**src/rtl/fas_pkg.sv**
```systemverilog
// Shared types and constants for the frame animation sequencer.
// No dependencies; the top level and fas_dur_ram import this package.
`timescale 1ns / 1ps

package fas_pkg;

    localparam int unsigned TABLE_DEPTH = 16;
    localparam int unsigned POS_W       = 4;
    localparam int unsigned COUNT_W     = 5;
    localparam int unsigned TIME_W      = 32;
    localparam int unsigned CFG_IDX_W   = 1;
    localparam int unsigned CFG_DATA_W  = 5;

    // 0.1 s and 0.0001 s in unsigned Q16.16.
    localparam logic [TIME_W-1:0] DEFAULT_DURATION = 32'd6554;
    localparam logic [TIME_W-1:0] MIN_DURATION     = 32'd7;
    localparam logic [COUNT_W-1:0] MAX_COUNT       = 5'd16;

    typedef enum logic [2:0] {
        OP_TICK   = 3'd0,
        OP_WRITE  = 3'd1,
        OP_PLAY   = 3'd2,
        OP_STOP   = 3'd3,
        OP_REWIND = 3'd4
    } t_op;

    typedef enum logic [CFG_IDX_W-1:0] {
        REG_FRAME_COUNT = 1'b0,
        REG_LOOP_ENABLE = 1'b1
    } t_cfg_reg;

    typedef enum logic {
        S_IDLE  = 1'b0,
        S_CHECK = 1'b1
    } t_state;

    // Write request into the duration table.
    typedef struct packed {
        logic                 en;
        logic [POS_W-1:0]     addr;
        logic [TIME_W-1:0]    data;
    } t_dur_wr;

endpackage

```
**src/rtl/fas_in_if.sv**
```systemverilog
// Input channel of the frame animation sequencer: valid/ready plus one command.
// Depends on nothing.
`timescale 1ns / 1ps

interface fas_in_if;
    logic        valid;
    logic        ready;
    logic [2:0]  operation;
    logic [31:0] delta_time;
    logic [3:0]  frame_index;
    logic [31:0] duration;

    modport source (output valid, operation, delta_time, frame_index, duration,
                    input ready);
    modport sink   (input valid, operation, delta_time, frame_index, duration,
                    output ready);
endinterface

```
**src/rtl/fas_out_if.sv**
```systemverilog
// Output channel of the frame animation sequencer: valid/ready plus status.
// Depends on nothing.
`timescale 1ns / 1ps

interface fas_out_if;
    logic       valid;
    logic       ready;
    logic [3:0] current_frame;
    logic       playing;
    logic       finished;

    modport source (output valid, current_frame, playing, finished, input ready);
    modport sink   (input valid, current_frame, playing, finished, output ready);
endinterface

```
**src/rtl/frame_animation_sequencer.sv**
```systemverilog
// Top level of the frame animation sequencer: command decode, tick walker
// and status register. Uses fas_pkg, fas_in_if, fas_out_if and fas_dur_ram.
`timescale 1ns / 1ps

// Channel   Dir  Beat contents
// --------  ---  ---------------------------------------------------------
// in_ch     in   operation, delta_time, frame_index, duration
// out_ch    out  current_frame, playing, finished (one beat per input beat)
// cfg       in   i_cfg_we / i_cfg_idx / i_cfg_data, 0 frame_count, 1 loop_enable
//
// Write, play, stop, rewind, unknown codes and ignored ticks load the status
// beat at the edge that accepts the command. A running tick first makes N
// duration checks (1 up to FRAME_SLOTS) and loads its beat with the last one:
// the duration table is read one entry per cycle, the next entry being
// fetched speculatively while the current one is compared.
// One command is in flight at a time. Reset is synchronous and active low;
// it clears all control state and the table's written flags. A stalled
// output holds its beat, and the input is not taken until that beat leaves.

module frame_animation_sequencer #(
    parameter int unsigned FRAME_SLOTS = 16
) (
    input  logic                           i_clk,
    input  logic                           i_rst_n,
    input  logic                           i_cfg_we,
    input  logic [fas_pkg::CFG_IDX_W-1:0]  i_cfg_idx,
    input  logic [fas_pkg::CFG_DATA_W-1:0] i_cfg_data,
    fas_in_if.sink                         in_ch,
    fas_out_if.source                      out_ch
);
    import fas_pkg::*;

    localparam int unsigned CHK_W = $clog2(FRAME_SLOTS + 1);

    // Configuration registers.
    logic [COUNT_W-1:0] r_frame_count;
    logic               r_loop_enable;

    // Sequencer state.
    t_state             r_state, n_state;
    logic [POS_W-1:0]   r_pos, n_pos;
    logic [TIME_W-1:0]  r_acc, n_acc;
    logic               r_run, n_run;
    logic [CHK_W-1:0]   r_chk, n_chk;

    // Output register.
    logic               r_out_vld;
    logic [POS_W-1:0]   r_out_frame;
    logic               r_out_play;
    logic               r_out_fin;

    logic               w_accept;
    logic               w_tick_go;
    logic               w_chk_done;
    logic               w_out_load;
    logic               w_fin;
    logic [COUNT_W-1:0] w_count;
    logic [COUNT_W-1:0] w_pos_inc;
    logic [POS_W-1:0]   w_last;
    logic [POS_W-1:0]   w_cand;
    logic [TIME_W:0]    w_sum;
    logic [TIME_W-1:0]  w_dur;
    logic [POS_W-1:0]   w_rd_addr;
    t_dur_wr            w_wr;
    logic [TIME_W-1:0]  w_rd_data;
    logic               w_rd_written;
    t_op                w_op;

    // A frame_count above the table depth acts as the full table.
    assign w_count   = (r_frame_count > MAX_COUNT) ? MAX_COUNT : r_frame_count;
    assign w_last    = POS_W'(w_count - COUNT_W'(1));
    assign w_pos_inc = {1'b0, r_pos} + COUNT_W'(1);
    // Entry to prefetch while the current one is compared.
    assign w_cand    = (w_pos_inc < w_count) ? w_pos_inc[POS_W-1:0] : '0;
    assign w_op      = t_op'(in_ch.operation);
    assign w_accept  = in_ch.valid && in_ch.ready;
    assign w_sum     = {1'b0, r_acc} + {1'b0, in_ch.delta_time};

    // Duration of the current frame: a frame outside the count has zero
    // duration, and an entry never written reads as the minimum duration.
    always_comb begin
        if ({1'b0, r_pos} >= w_count) begin
            w_dur = '0;
        end else if (w_rd_written) begin
            w_dur = w_rd_data;
        end else begin
            w_dur = MIN_DURATION;
        end
    end

    assign w_tick_go = (w_op == OP_TICK) && r_run && (w_count != '0)
                       && (in_ch.delta_time != '0);

    fas_dur_ram u_dur_ram (
        .i_clk        (i_clk),
        .i_rst_n      (i_rst_n),
        .i_wr         (w_wr),
        .i_rd_addr    (w_rd_addr),
        .o_rd_data    (w_rd_data),
        .o_rd_written (w_rd_written)
    );

    // Datapath next values.
    always_comb begin
        n_pos      = r_pos;
        n_acc      = r_acc;
        n_run      = r_run;
        n_chk      = r_chk;
        w_chk_done = 1'b0;
        w_out_load = 1'b0;
        w_wr.en    = 1'b0;
        w_wr.addr  = in_ch.frame_index;
        w_wr.data  = (in_ch.duration == '0) ? DEFAULT_DURATION : in_ch.duration;
        case (r_state)
            S_IDLE: begin
                if (w_accept) begin
                    n_chk = '0;
                    case (w_op)
                        OP_TICK: begin
                            if (w_tick_go) begin
                                // Saturating add of the elapsed time.
                                n_acc = w_sum[TIME_W] ? '1 : w_sum[TIME_W-1:0];
                            end else begin
                                w_out_load = 1'b1;
                            end
                        end
                        OP_WRITE: begin
                            w_wr.en    = ({1'b0, in_ch.frame_index} < w_count);
                            w_out_load = 1'b1;
                        end
                        OP_PLAY: begin
                            if (w_count != '0) begin
                                n_run = 1'b1;
                            end
                            w_out_load = 1'b1;
                        end
                        OP_STOP: begin
                            n_run      = 1'b0;
                            w_out_load = 1'b1;
                        end
                        OP_REWIND: begin
                            n_pos      = '0;
                            n_acc      = '0;
                            w_out_load = 1'b1;
                        end
                        default: begin
                            w_out_load = 1'b1;
                        end
                    endcase
                end
            end
            S_CHECK: begin
                n_chk      = r_chk + CHK_W'(1);
                w_chk_done = 1'b1;
                if (r_acc >= w_dur) begin
                    n_acc = r_acc - w_dur;
                    if (w_pos_inc < w_count) begin
                        n_pos      = w_pos_inc[POS_W-1:0];
                        w_chk_done = (r_chk == CHK_W'(FRAME_SLOTS - 1));
                    end else if (r_loop_enable) begin
                        n_pos      = '0;
                        w_chk_done = (r_chk == CHK_W'(FRAME_SLOTS - 1));
                    end else begin
                        // Last frame without looping: park and stop.
                        n_pos = w_last;
                        n_run = 1'b0;
                        n_acc = '0;
                    end
                end
                w_out_load = w_chk_done;
            end
            default: begin
            end
        endcase
    end

    // Next state.
    always_comb begin
        n_state = r_state;
        case (r_state)
            S_IDLE: begin
                if (w_accept && w_tick_go) begin
                    n_state = S_CHECK;
                end
            end
            S_CHECK: begin
                if (w_chk_done) begin
                    n_state = S_IDLE;
                end
            end
            default: begin
                n_state = S_IDLE;
            end
        endcase
    end

    // State machine outputs: input ready and the table read address.
    always_comb begin
        in_ch.ready = 1'b0;
        w_rd_addr   = r_pos;
        case (r_state)
            S_IDLE: begin
                in_ch.ready = !r_out_vld || out_ch.ready;
                w_rd_addr   = r_pos;
            end
            S_CHECK: begin
                w_rd_addr = w_cand;
            end
            default: begin
            end
        endcase
    end

    assign w_fin = !r_loop_enable && !n_run && (w_count != '0) && (n_pos == w_last);

    always_ff @(posedge i_clk) begin
        if (!i_rst_n) begin
            r_frame_count <= '0;
            r_loop_enable <= 1'b1;
        end else if (i_cfg_we) begin
            case (t_cfg_reg'(i_cfg_idx))
                REG_FRAME_COUNT: r_frame_count <= i_cfg_data;
                REG_LOOP_ENABLE: r_loop_enable <= i_cfg_data[0];
                default: begin
                end
            endcase
        end
    end

    always_ff @(posedge i_clk) begin
        if (!i_rst_n) begin
            r_state   <= S_IDLE;
            r_pos     <= '0;
            r_acc     <= '0;
            r_run     <= 1'b0;
            r_chk     <= '0;
            r_out_vld <= 1'b0;
        end else begin
            r_state <= n_state;
            r_pos   <= n_pos;
            r_acc   <= n_acc;
            r_run   <= n_run;
            r_chk   <= n_chk;
            if (w_out_load) begin
                r_out_vld <= 1'b1;
            end else if (out_ch.ready) begin
                r_out_vld <= 1'b0;
            end
        end
    end

    always_ff @(posedge i_clk) begin
        if (w_out_load) begin
            r_out_frame <= n_pos;
            r_out_play  <= n_run;
            r_out_fin   <= w_fin;
        end
    end

    assign out_ch.valid         = r_out_vld;
    assign out_ch.current_frame = r_out_frame;
    assign out_ch.playing       = r_out_play;
    assign out_ch.finished      = r_out_fin;

endmodule

```
**src/rtl/fas_dur_ram.sv**
```systemverilog
// Frame duration table: 16 x 32 synchronous memory, one write and one
// registered read per cycle, with per-entry written flags. Uses fas_pkg.
`timescale 1ns / 1ps

module fas_dur_ram (
    input  logic                        i_clk,
    input  logic                        i_rst_n,
    input  fas_pkg::t_dur_wr            i_wr,
    input  logic [fas_pkg::POS_W-1:0]   i_rd_addr,
    output logic [fas_pkg::TIME_W-1:0]  o_rd_data,
    output logic                        o_rd_written
);
    import fas_pkg::*;

    logic [TIME_W-1:0]      r_mem [TABLE_DEPTH];
    logic [TABLE_DEPTH-1:0] r_written;
    logic [TIME_W-1:0]      r_rd_data;
    logic                   r_rd_written;

    always_ff @(posedge i_clk) begin
        if (i_wr.en) begin
            r_mem[i_wr.addr] <= i_wr.data;
        end
        r_rd_data <= r_mem[i_rd_addr];
    end

    always_ff @(posedge i_clk) begin
        if (!i_rst_n) begin
            r_written    <= '0;
            r_rd_written <= 1'b0;
        end else begin
            if (i_wr.en) begin
                r_written[i_wr.addr] <= 1'b1;
            end
            r_rd_written <= r_written[i_rd_addr];
        end
    end

    assign o_rd_data    = r_rd_data;
    assign o_rd_written = r_rd_written;

endmodule
```
**src/flat_wrapper.sv**
```systemverilog
// flat-port wrapper written by rule: the top's interface ports become plain ports
module frame_animation_sequencer_flat import fas_pkg::*;
#(
    parameter int unsigned FRAME_SLOTS = 16
)
  (i_clk, i_rst_n, i_cfg_we, i_cfg_idx, i_cfg_data, in_ch_valid, in_ch_operation, in_ch_delta_time, in_ch_frame_index, in_ch_duration, in_ch_ready, out_ch_valid, out_ch_current_frame, out_ch_playing, out_ch_finished, out_ch_ready);
  fas_in_if in_ch_i ();
  fas_out_if out_ch_i ();
  input  logic i_clk;
  input  logic i_rst_n;
  input  logic i_cfg_we;
  input  logic [fas_pkg::CFG_IDX_W-1:0] i_cfg_idx;
  input  logic [fas_pkg::CFG_DATA_W-1:0] i_cfg_data;
  input wire logic [$bits(in_ch_i.valid)-1:0] in_ch_valid;
  input wire logic [$bits(in_ch_i.operation)-1:0] in_ch_operation;
  input wire logic [$bits(in_ch_i.delta_time)-1:0] in_ch_delta_time;
  input wire logic [$bits(in_ch_i.frame_index)-1:0] in_ch_frame_index;
  input wire logic [$bits(in_ch_i.duration)-1:0] in_ch_duration;
  output wire logic [$bits(in_ch_i.ready)-1:0] in_ch_ready;
  output wire logic [$bits(out_ch_i.valid)-1:0] out_ch_valid;
  output wire logic [$bits(out_ch_i.current_frame)-1:0] out_ch_current_frame;
  output wire logic [$bits(out_ch_i.playing)-1:0] out_ch_playing;
  output wire logic [$bits(out_ch_i.finished)-1:0] out_ch_finished;
  input wire logic [$bits(out_ch_i.ready)-1:0] out_ch_ready;
  assign in_ch_i.valid = in_ch_valid;
  assign in_ch_i.operation = in_ch_operation;
  assign in_ch_i.delta_time = in_ch_delta_time;
  assign in_ch_i.frame_index = in_ch_frame_index;
  assign in_ch_i.duration = in_ch_duration;
  assign in_ch_ready = in_ch_i.ready;
  assign out_ch_valid = out_ch_i.valid;
  assign out_ch_current_frame = out_ch_i.current_frame;
  assign out_ch_playing = out_ch_i.playing;
  assign out_ch_finished = out_ch_i.finished;
  assign out_ch_i.ready = out_ch_ready;
  frame_animation_sequencer #(.FRAME_SLOTS(FRAME_SLOTS)) u_core (.i_clk(i_clk), .i_rst_n(i_rst_n), .i_cfg_we(i_cfg_we), .i_cfg_idx(i_cfg_idx), .i_cfg_data(i_cfg_data), .in_ch(in_ch_i), .out_ch(out_ch_i));
endmodule
```
**config.mk**
```make
export PLATFORM = sky130hd
export DESIGN_NAME = frame_animation_sequencer_flat
export DESIGN_NICKNAME = d
export VERILOG_FILES = /design/src/rtl/fas_pkg.sv /design/src/rtl/fas_in_if.sv /design/src/rtl/fas_out_if.sv /design/src/rtl/frame_animation_sequencer.sv /design/src/rtl/fas_dur_ram.sv /design/src/flat_wrapper.sv
export SDC_FILE = /design/constraint.sdc
export NUM_CORES = 1
export LEC_CHECK = 0
export ABC_CLOCK_PERIOD_IN_PS = 10300
export BUFFER_PORTS_ARGS = -buffer_cell sky130_fd_sc_hd__buf_2
export CAP_MARGIN = 25
export CORE_ASPECT_RATIO = 2
export CORE_MARGIN = 3
export CORE_UTILIZATION = 40
export DETAILED_ROUTE_END_ITERATION = 7
export SYNTH_ARGS = -nofsm -noshare
export SYNTH_HDL_FRONTEND = slang
export SYNTH_SLANG_ARGS = --single-unit
```
**constraint.sdc**
```tcl
create_clock -name i_clk -period 10.3 [get_ports i_clk]
set_clock_uncertainty 0.1 [all_clocks]
set_input_delay 1.03 -clock i_clk [delete_from_list [all_inputs] [get_ports i_clk]]
set_output_delay 1.03 -clock i_clk [all_outputs]
set_load 0.005 [all_outputs]
```
Word level (Yosys, flattened, before mapping) --
Memory sizes are Yosys's and may differ from the RTL's. A register that Yosys moved wholly into a read port is not among the register bits. Index checks and enable logic that the tools add are counted.
Word-level totals: bits in registers 73, bits in writable memories 512, word-level logic and storage cells 113, memories 1
Memories:
- u_core.u_dur_ram.r_mem | depth 16, width 32, read ports 1, clocked after Yosys merged registers in 1, wr ports 1, RTL line fas_dur_ram.sv:15 | logic [TIME_W-1:0] r_mem [TABLE_DEPTH];
Cells by class: $add $sub $neg 5, order comparisons 8, equal/unequal tests 10, mux-type cells 52, bitwise gates (word level) 3, reduce and logical (&&, ||, !) cells 21
Operator list (number):
- 2-to-1 mux 32 bit | 9
- case mux 32 bit (2 select lines) | 2
- adder 32 x 32 -> 33 bit | 1
- greater-or-equal comparator 32 bit | 1
- zero test 32 bit | 1
- nonzero test 32 bit | 1
- subtractor 32 bit | 1
- 2-to-1 mux 1 bit | 24
- 2-to-1 mux 4 bit | 6
- bitwise OR 16 bit | 1
- case mux 4 bit (2 select lines) | 2
- < comparator 4 x 5 -> 1 bit, second input constant | 2
- 2-to-1 mux 5 bit | 2
- case mux 5 bit (2 select lines) | 1
- logical AND 1 bit | 9
- case mux 1 bit (2 select lines) | 4
- equality test 3 x 2 -> 1 bit, second input constant | 2
- inequality test 3 x 2 -> 1 bit, second input constant | 2
- adder 4 x 1 -> 5 bit, second input constant | 1
- adder 5 x 1 -> 5 bit, second input constant | 1
- equality test 5 x 4 -> 1 bit, second input constant | 1
- greater-or-equal comparator 4 x 5 -> 1 bit | 1
- > comparator 5 bit, second input constant | 1
- < comparator 4 x 5 -> 1 bit | 1
- other kinds (18) | 22

Longest topological paths before layout --
word-level depth 11, depth in mapped cells 24, depth with buffers taken out 22

Cells and area by module --
Synthesis repeated with hierarchy kept, for this count alone.
Unflattened totals: cells, all modules 1882, area total of the unflattened synthesis 27654.0 sq um
Modules (own cells, without submodules):
- fas_dur_ram | times used 1, cells an instance 892, area an instance 20485.9 sq um, seq. area each 16355.7 sq um
- frame_animation_sequencer | times used 1, cells an instance 990, area an instance 7168.1 sq um, seq. area each 1181.1 sq um

Worst setup path after synthesis --
No wires, ideal clock.
path kind input-to-reg, start point input in_ch_frame_index[0], end point memory u_core.u_dur_ram.r_mem[8][0] (enable), library setup time 464 ps, arrival time 4633 ps, data required time 9736 ps, path slack 5103 ps, stages on the path 7, buffers on the path 0, cells stage by stage or3b_1 -> a21o_1 -> a21o_1 -> a21oi_1 -> o2111ai_1 -> or3_1 -> nor3_1
Between the ends: longest elaborated chain between the ends 6
RTL lines:
- from (decl) | RTL line flat_wrapper.sv:17 | input wire logic [$bits(in_ch_i.frame_index)-1:0] in_ch_frame_index;
- < comparator 4 x 5 -> 1 bit | RTL line frame_animation_sequencer.sv:128 | w_wr.en = ({1'b0, in_ch.frame_index} < w_count);
- 2-to-1 mux 1 bit | RTL line frame_animation_sequencer.sv:118 | case (w_op)
- 2-to-1 mux 1 bit | RTL line frame_animation_sequencer.sv:116 | if (w_accept) begin
- 2-to-1 mux 1 bit | RTL line frame_animation_sequencer.sv:114 | case (r_state)
- 2-to-1 mux 1 bit | RTL line fas_dur_ram.sv:21 | if (i_wr.en) begin
- 2-to-1 mux 1 bit (implied by the code) | RTL line fas_dur_ram.sv:22 | r_mem[i_wr.addr] <= i_wr.data;
- to (decl) | RTL line fas_dur_ram.sv:15
Parallel ways exist; a longest one is shown, timed or not.

Final worst setup path --
start point register u_core.r_frame_count[4], end point register u_core.r_acc[29]
Between the ends: longest elaborated chain between the ends 9, elaborated cells between the ends (all ways) 17, classes of those cells 1 x add/sub; 4 x order compare; 2 x eq/ne; 6 x mux; 4 x reduce/logical
RTL lines:
- from (decl) | RTL line frame_animation_sequencer.sv:36 | logic [COUNT_W-1:0] r_frame_count;
- from (signal assigned) | RTL line frame_animation_sequencer.sv:222 | REG_FRAME_COUNT: r_frame_count <= i_cfg_data;
- > comparator 5 bit | RTL line frame_animation_sequencer.sv:70 | assign w_count = (r_frame_count > MAX_COUNT) ? MAX_COUNT : r_frame_count;
- 2-to-1 mux 5 bit * | RTL line frame_animation_sequencer.sv:70
- greater-or-equal comparator 4 x 5 -> 1 bit | RTL line frame_animation_sequencer.sv:82 | if ({1'b0, r_pos} >= w_count) begin
- 2-to-1 mux 32 bit | RTL line frame_animation_sequencer.sv:82
- subtractor 32 bit | RTL line frame_animation_sequencer.sv:156 | n_acc = r_acc - w_dur;
- 2-to-1 mux 32 bit | RTL line frame_animation_sequencer.sv:160 | end else if (r_loop_enable) begin
- 2-to-1 mux 32 bit | RTL line frame_animation_sequencer.sv:157 | if (w_pos_inc < w_count) begin
- 2-to-1 mux 32 bit | RTL line frame_animation_sequencer.sv:155 | if (r_acc >= w_dur) begin
- case mux 32 bit (2 select lines) | RTL line frame_animation_sequencer.sv:114
- to (signal assigned) | RTL line frame_animation_sequencer.sv:241 | r_acc <= n_acc;
- to (decl) | RTL line frame_animation_sequencer.sv:42 | logic [TIME_W-1:0] r_acc, n_acc;
Every way passes the cells marked *; elsewhere a longest branch is shown, timed or not. The select of a mux whose other input is x is not followed. A chain may end at the register's enable or synchronous reset.

==> results.md <==
* Post-CTS Resized at 0
* DR WL met2 at 42300 um
* GP Congestion at 0.874
* Data required time at the worst endpoint at 10.73 ns
* Most frequent cell on the critical path: a21oi_1
* Total Neg Setup Slack at 0 ns
* Sw frac at 25.9%
* H-tree depth reported by CTS at 2
* GRT Total Usage at 20.7%
* Die W at 195 um
* Worst setup EP type: flop
* Final period util at 58.7%
* Crit path time final at 6.05 ns
* Final Cell Area at 31600 sq um
* Drt wl/cell at 23.0 um
* Ys flop type: edfxtp_1
* Drt first pass iters at 5
* Clock network fraction of design power at 35.5%
* CP Cell Sequence: clkinv_1, nand2_1, inv_1, ha_1, nand2b_1, a21o_1, a21o_1, a21oi_1, nor2_1, a21oi_1, ha_1, inv_1, fa_1, a211o_1, a21oi_2, a22o_4, o221ai_4, o21ai_4, nand2_1, o21ai_1, a21oi_1, a31oi_1
* CP Max Fanout at 9
* Fill cells at 6514
* Slowest stage delay, CP at 0.64 ns
* Initial antenna violation count at 13
* Vias/cell at 5.80
* Mapped Nets at 2686
* GRT Residual Overflow at 0
* Die ar. at 74800 sq um
* Outcome: completed
* Largest net degree at the start of global routing at 152
* CP max-delay cell: o21ai_1
* Leak Pwr at 10.9 nW
* Commonest non-fill, non-tap cell in the layout: edfxtp_1
* Placed inst area at 29900 sq um
* Synthesized instance count at 2522
* Crit Path Category: flop to flop
* Num rows at 138
* Post-DP HPWL at 48400 um
* Post-CTS setup buffers at 0
* Worst-skew pair later-pin latency at 0.61 ns
* CTS sink cnt at 617
* Placeable Area at 70800 sq um
* Syn avg cell area at 11.3 sq um
* Layout Nets at 2687
* Clk buf depth at 3
* Top delay family on crit path: compound AO/OA/AOI/OAI gates
* Hold_buf cts at 0
* Global-route wire length before repair at 120000 um
* Maxcap violations at 0
* P&R area growth vs syn at 10.6%
* Total wire length at 80000 um
* Final hold violations at 0
* WP buf/inv at 3
* Highest Clock Rate at 0.165 GHz
* Max IR drop VDD at 112 uV
* Comb power frac at 14.6%
* I/O Pins at 90
* WP data arrival at 6.48 ns
* Tightest Pin Transition at 1.04 ns
* Met3 Routed Length at 3730 um
* Sequential share of the synthesized area at 61.4%
* Max Slew Vio Count at 0
* Overall power at 5.53 mW
* Startpoint Class: flop
* PD cells at 175 nW/um^2
* Synth unique cells at 96
* Vias in the first global route at 20200
* Worst hold path class: flop to flop
* Seq cells post-synth at 617
* PortBufs at 89
* Asr flop ratio synth at 0%
* Slew HR at 30.7%
* Via count at 20200
* Die H at 384 um
* Sequential share of power at 49.8%
* Top Layer Used: met5
* RSZ-0062 raised after global routing: false
* Synth Warn # at 0
* Share of layout cells above drive strength 1 at 10.7%
* CTS tree: done
* Clock Tree Root: clkbuf_16
* Setup violators final at 0
* Post-Synthesis Cell Area at 28600 sq um
* CTS Buf Count at 51
* Clk slew on worst S/H paths at 0.07 ns
* Internal at 4.10 mW
* Initial Utilization at 40.3%
* DRC Markers at 0
* WHS at 0.368 ns
* DRT met1 WL at 30100 um
* Commonest cells after routing, fill and taps aside: 518 x edfxtp_1, 494 x nand2_1, 159 x nand3_1
* Antenna Nets Post-Route at 0
* Post-synth EDFFs at 518
* Psw at 1.43 mW
* Initial DRC Count at 1580
area by class of cell:
class                   count  area [sq um]  area share [%]
clock buffers              71          1460            4.62
multi-input cells        1695         10300            32.7
repair buffers            124           733            2.32
diodes                      9          22.5          0.0713
flip-flops and latches    617         17500            55.5
clock inverters            24           219           0.693
well taps                 910          1140            3.61
inverters                  34           140           0.444
routing by layer:
metal | up-vias | global-route usage, %
li1 | 9436 | -
met1 | 9998 | 23.2
met2 | 571 | 39.0
met3 | 185 | 2.46
met4 | 10 | 9.04
met5 | - | 0
power groups by stage:
stage,registers [mW],clock network [mW],logic [mW]
final,2.76,1.97,0.809
after detailed placement,2.81,0,0.802
after CTS,2.76,2.00,0.806
after global routing,2.76,2.08,0.888
after global placement,2.81,0,0.790
after floorplan,2.80,0,0.583
state kept, by name, indices dropped and copies added, names as in the netlist:
| signal | cells |
|---|---|
| u_core.out_ch.current_frame | 4 |
| u_core.r_frame_count | 5 |
| u_core.u_dur_ram.o_rd_written | 1 |
| u_core.u_dur_ram.r_written | 16 |
| u_core.r_chk | 5 |
| u_core.out_ch.playing | 1 |
| u_core.u_dur_ram.r_mem | 512 |
| u_core.u_dur_ram.o_rd_data | 32 |
| u_core.r_state | 1 |
| u_core.r_acc | 32 |
| u_core.r_loop_enable | 1 |
| u_core.out_ch.finished | 1 |
| u_core.out_ch.valid | 1 |
| u_core.r_pos | 4 |
| u_core.r_run | 1 |
synthesized netlist by cell type (10+ instances only):
cell type / count / share of area (%)
edfxtp_1: 518 / 54
nand2_1: 494 / 6.5
nand3_1: 159 / 2.8
clkbuf_1: 126 / 1.7
a21oi_1: 107 / 1.9
a311oi_1: 102 / 3.1
nor2_1: 102 / 1.3
dfxtp_1: 99 / 6.9
ha_1: 80 / 3.5
a211oi_1: 75 / 2.0
o21ai_0: 74 / 1.3
nor2b_1: 73 / 1.6
a31oi_1: 59 / 1.3
inv_1: 32 / 0.42
buf_2: 31 / 0.54
xnor2_1: 31 / 0.95
a21o_1: 30 / 0.79
o21a_1: 24 / 0.63
xor2_1: 22 / 0.67
nor3_1: 21 / 0.37
o21ai_1: 21 / 0.37
nor4_1: 20 / 0.44
buf_1: 14 / 0.18
o21bai_1: 13 / 0.34
and3_1: 12 / 0.26
nand2b_1: 11 / 0.24
nand4_1: 11 / 0.24
or2_2: 10 / 0.22
or3_1: 10 / 0.22
cells by family (layout without fill, tap and decap cells):
family                     count (synthesis)  count (layout)  share of synthesized area (%)
muxes                                      8               8                          0.280
and+or+nand+nor                          956             956                           15.1
buffers and inverters                    210             253                           3.09
AOI/OAI and AO/OA                        595             595                           14.7
DFF                                      617             617                           61.4
other                                      0               9                              0
xor gates and xnor gates                  54              54                           1.68
adders and majority gates                 82              82                           3.65
through the flow:
stage,worst slack (ns),instances,util (%)
global placement,4.32,3380,42.2
detailed placement,4.18,3380,42.2
finish,4.25,3484,44.6
global route,3.94,3476,44.6
floorplan,5.10,2522,-
CTS,4.14,3475,44.6
final timing paths:
| kind | slack, ns | cells past startpoint | to | start |
|---|---|---|---|---|
| hold reg to reg | 0.37 | 1 | u_core.u_dur_ram.r_written[6]$_SDFFE_PN0P_ | u_core.u_dur_ram.r_written[6]$_SDFFE_PN0P_ |
| setup / recovery | 4.25 | 22 | u_core.r_acc[29]$_SDFFE_PN0P_ | u_core.r_frame_count[4]$_SDFFE_PN0P_ |
| hold / removal | 0.37 | 1 | u_core.u_dur_ram.r_written[6]$_SDFFE_PN0P_ | u_core.u_dur_ram.r_written[6]$_SDFFE_PN0P_ |
| setup reg to reg | 4.25 | 22 | u_core.r_acc[29]$_SDFFE_PN0P_ | u_core.r_frame_count[4]$_SDFFE_PN0P_ |
No activity file was read; power rests on OpenSTA's default activity.
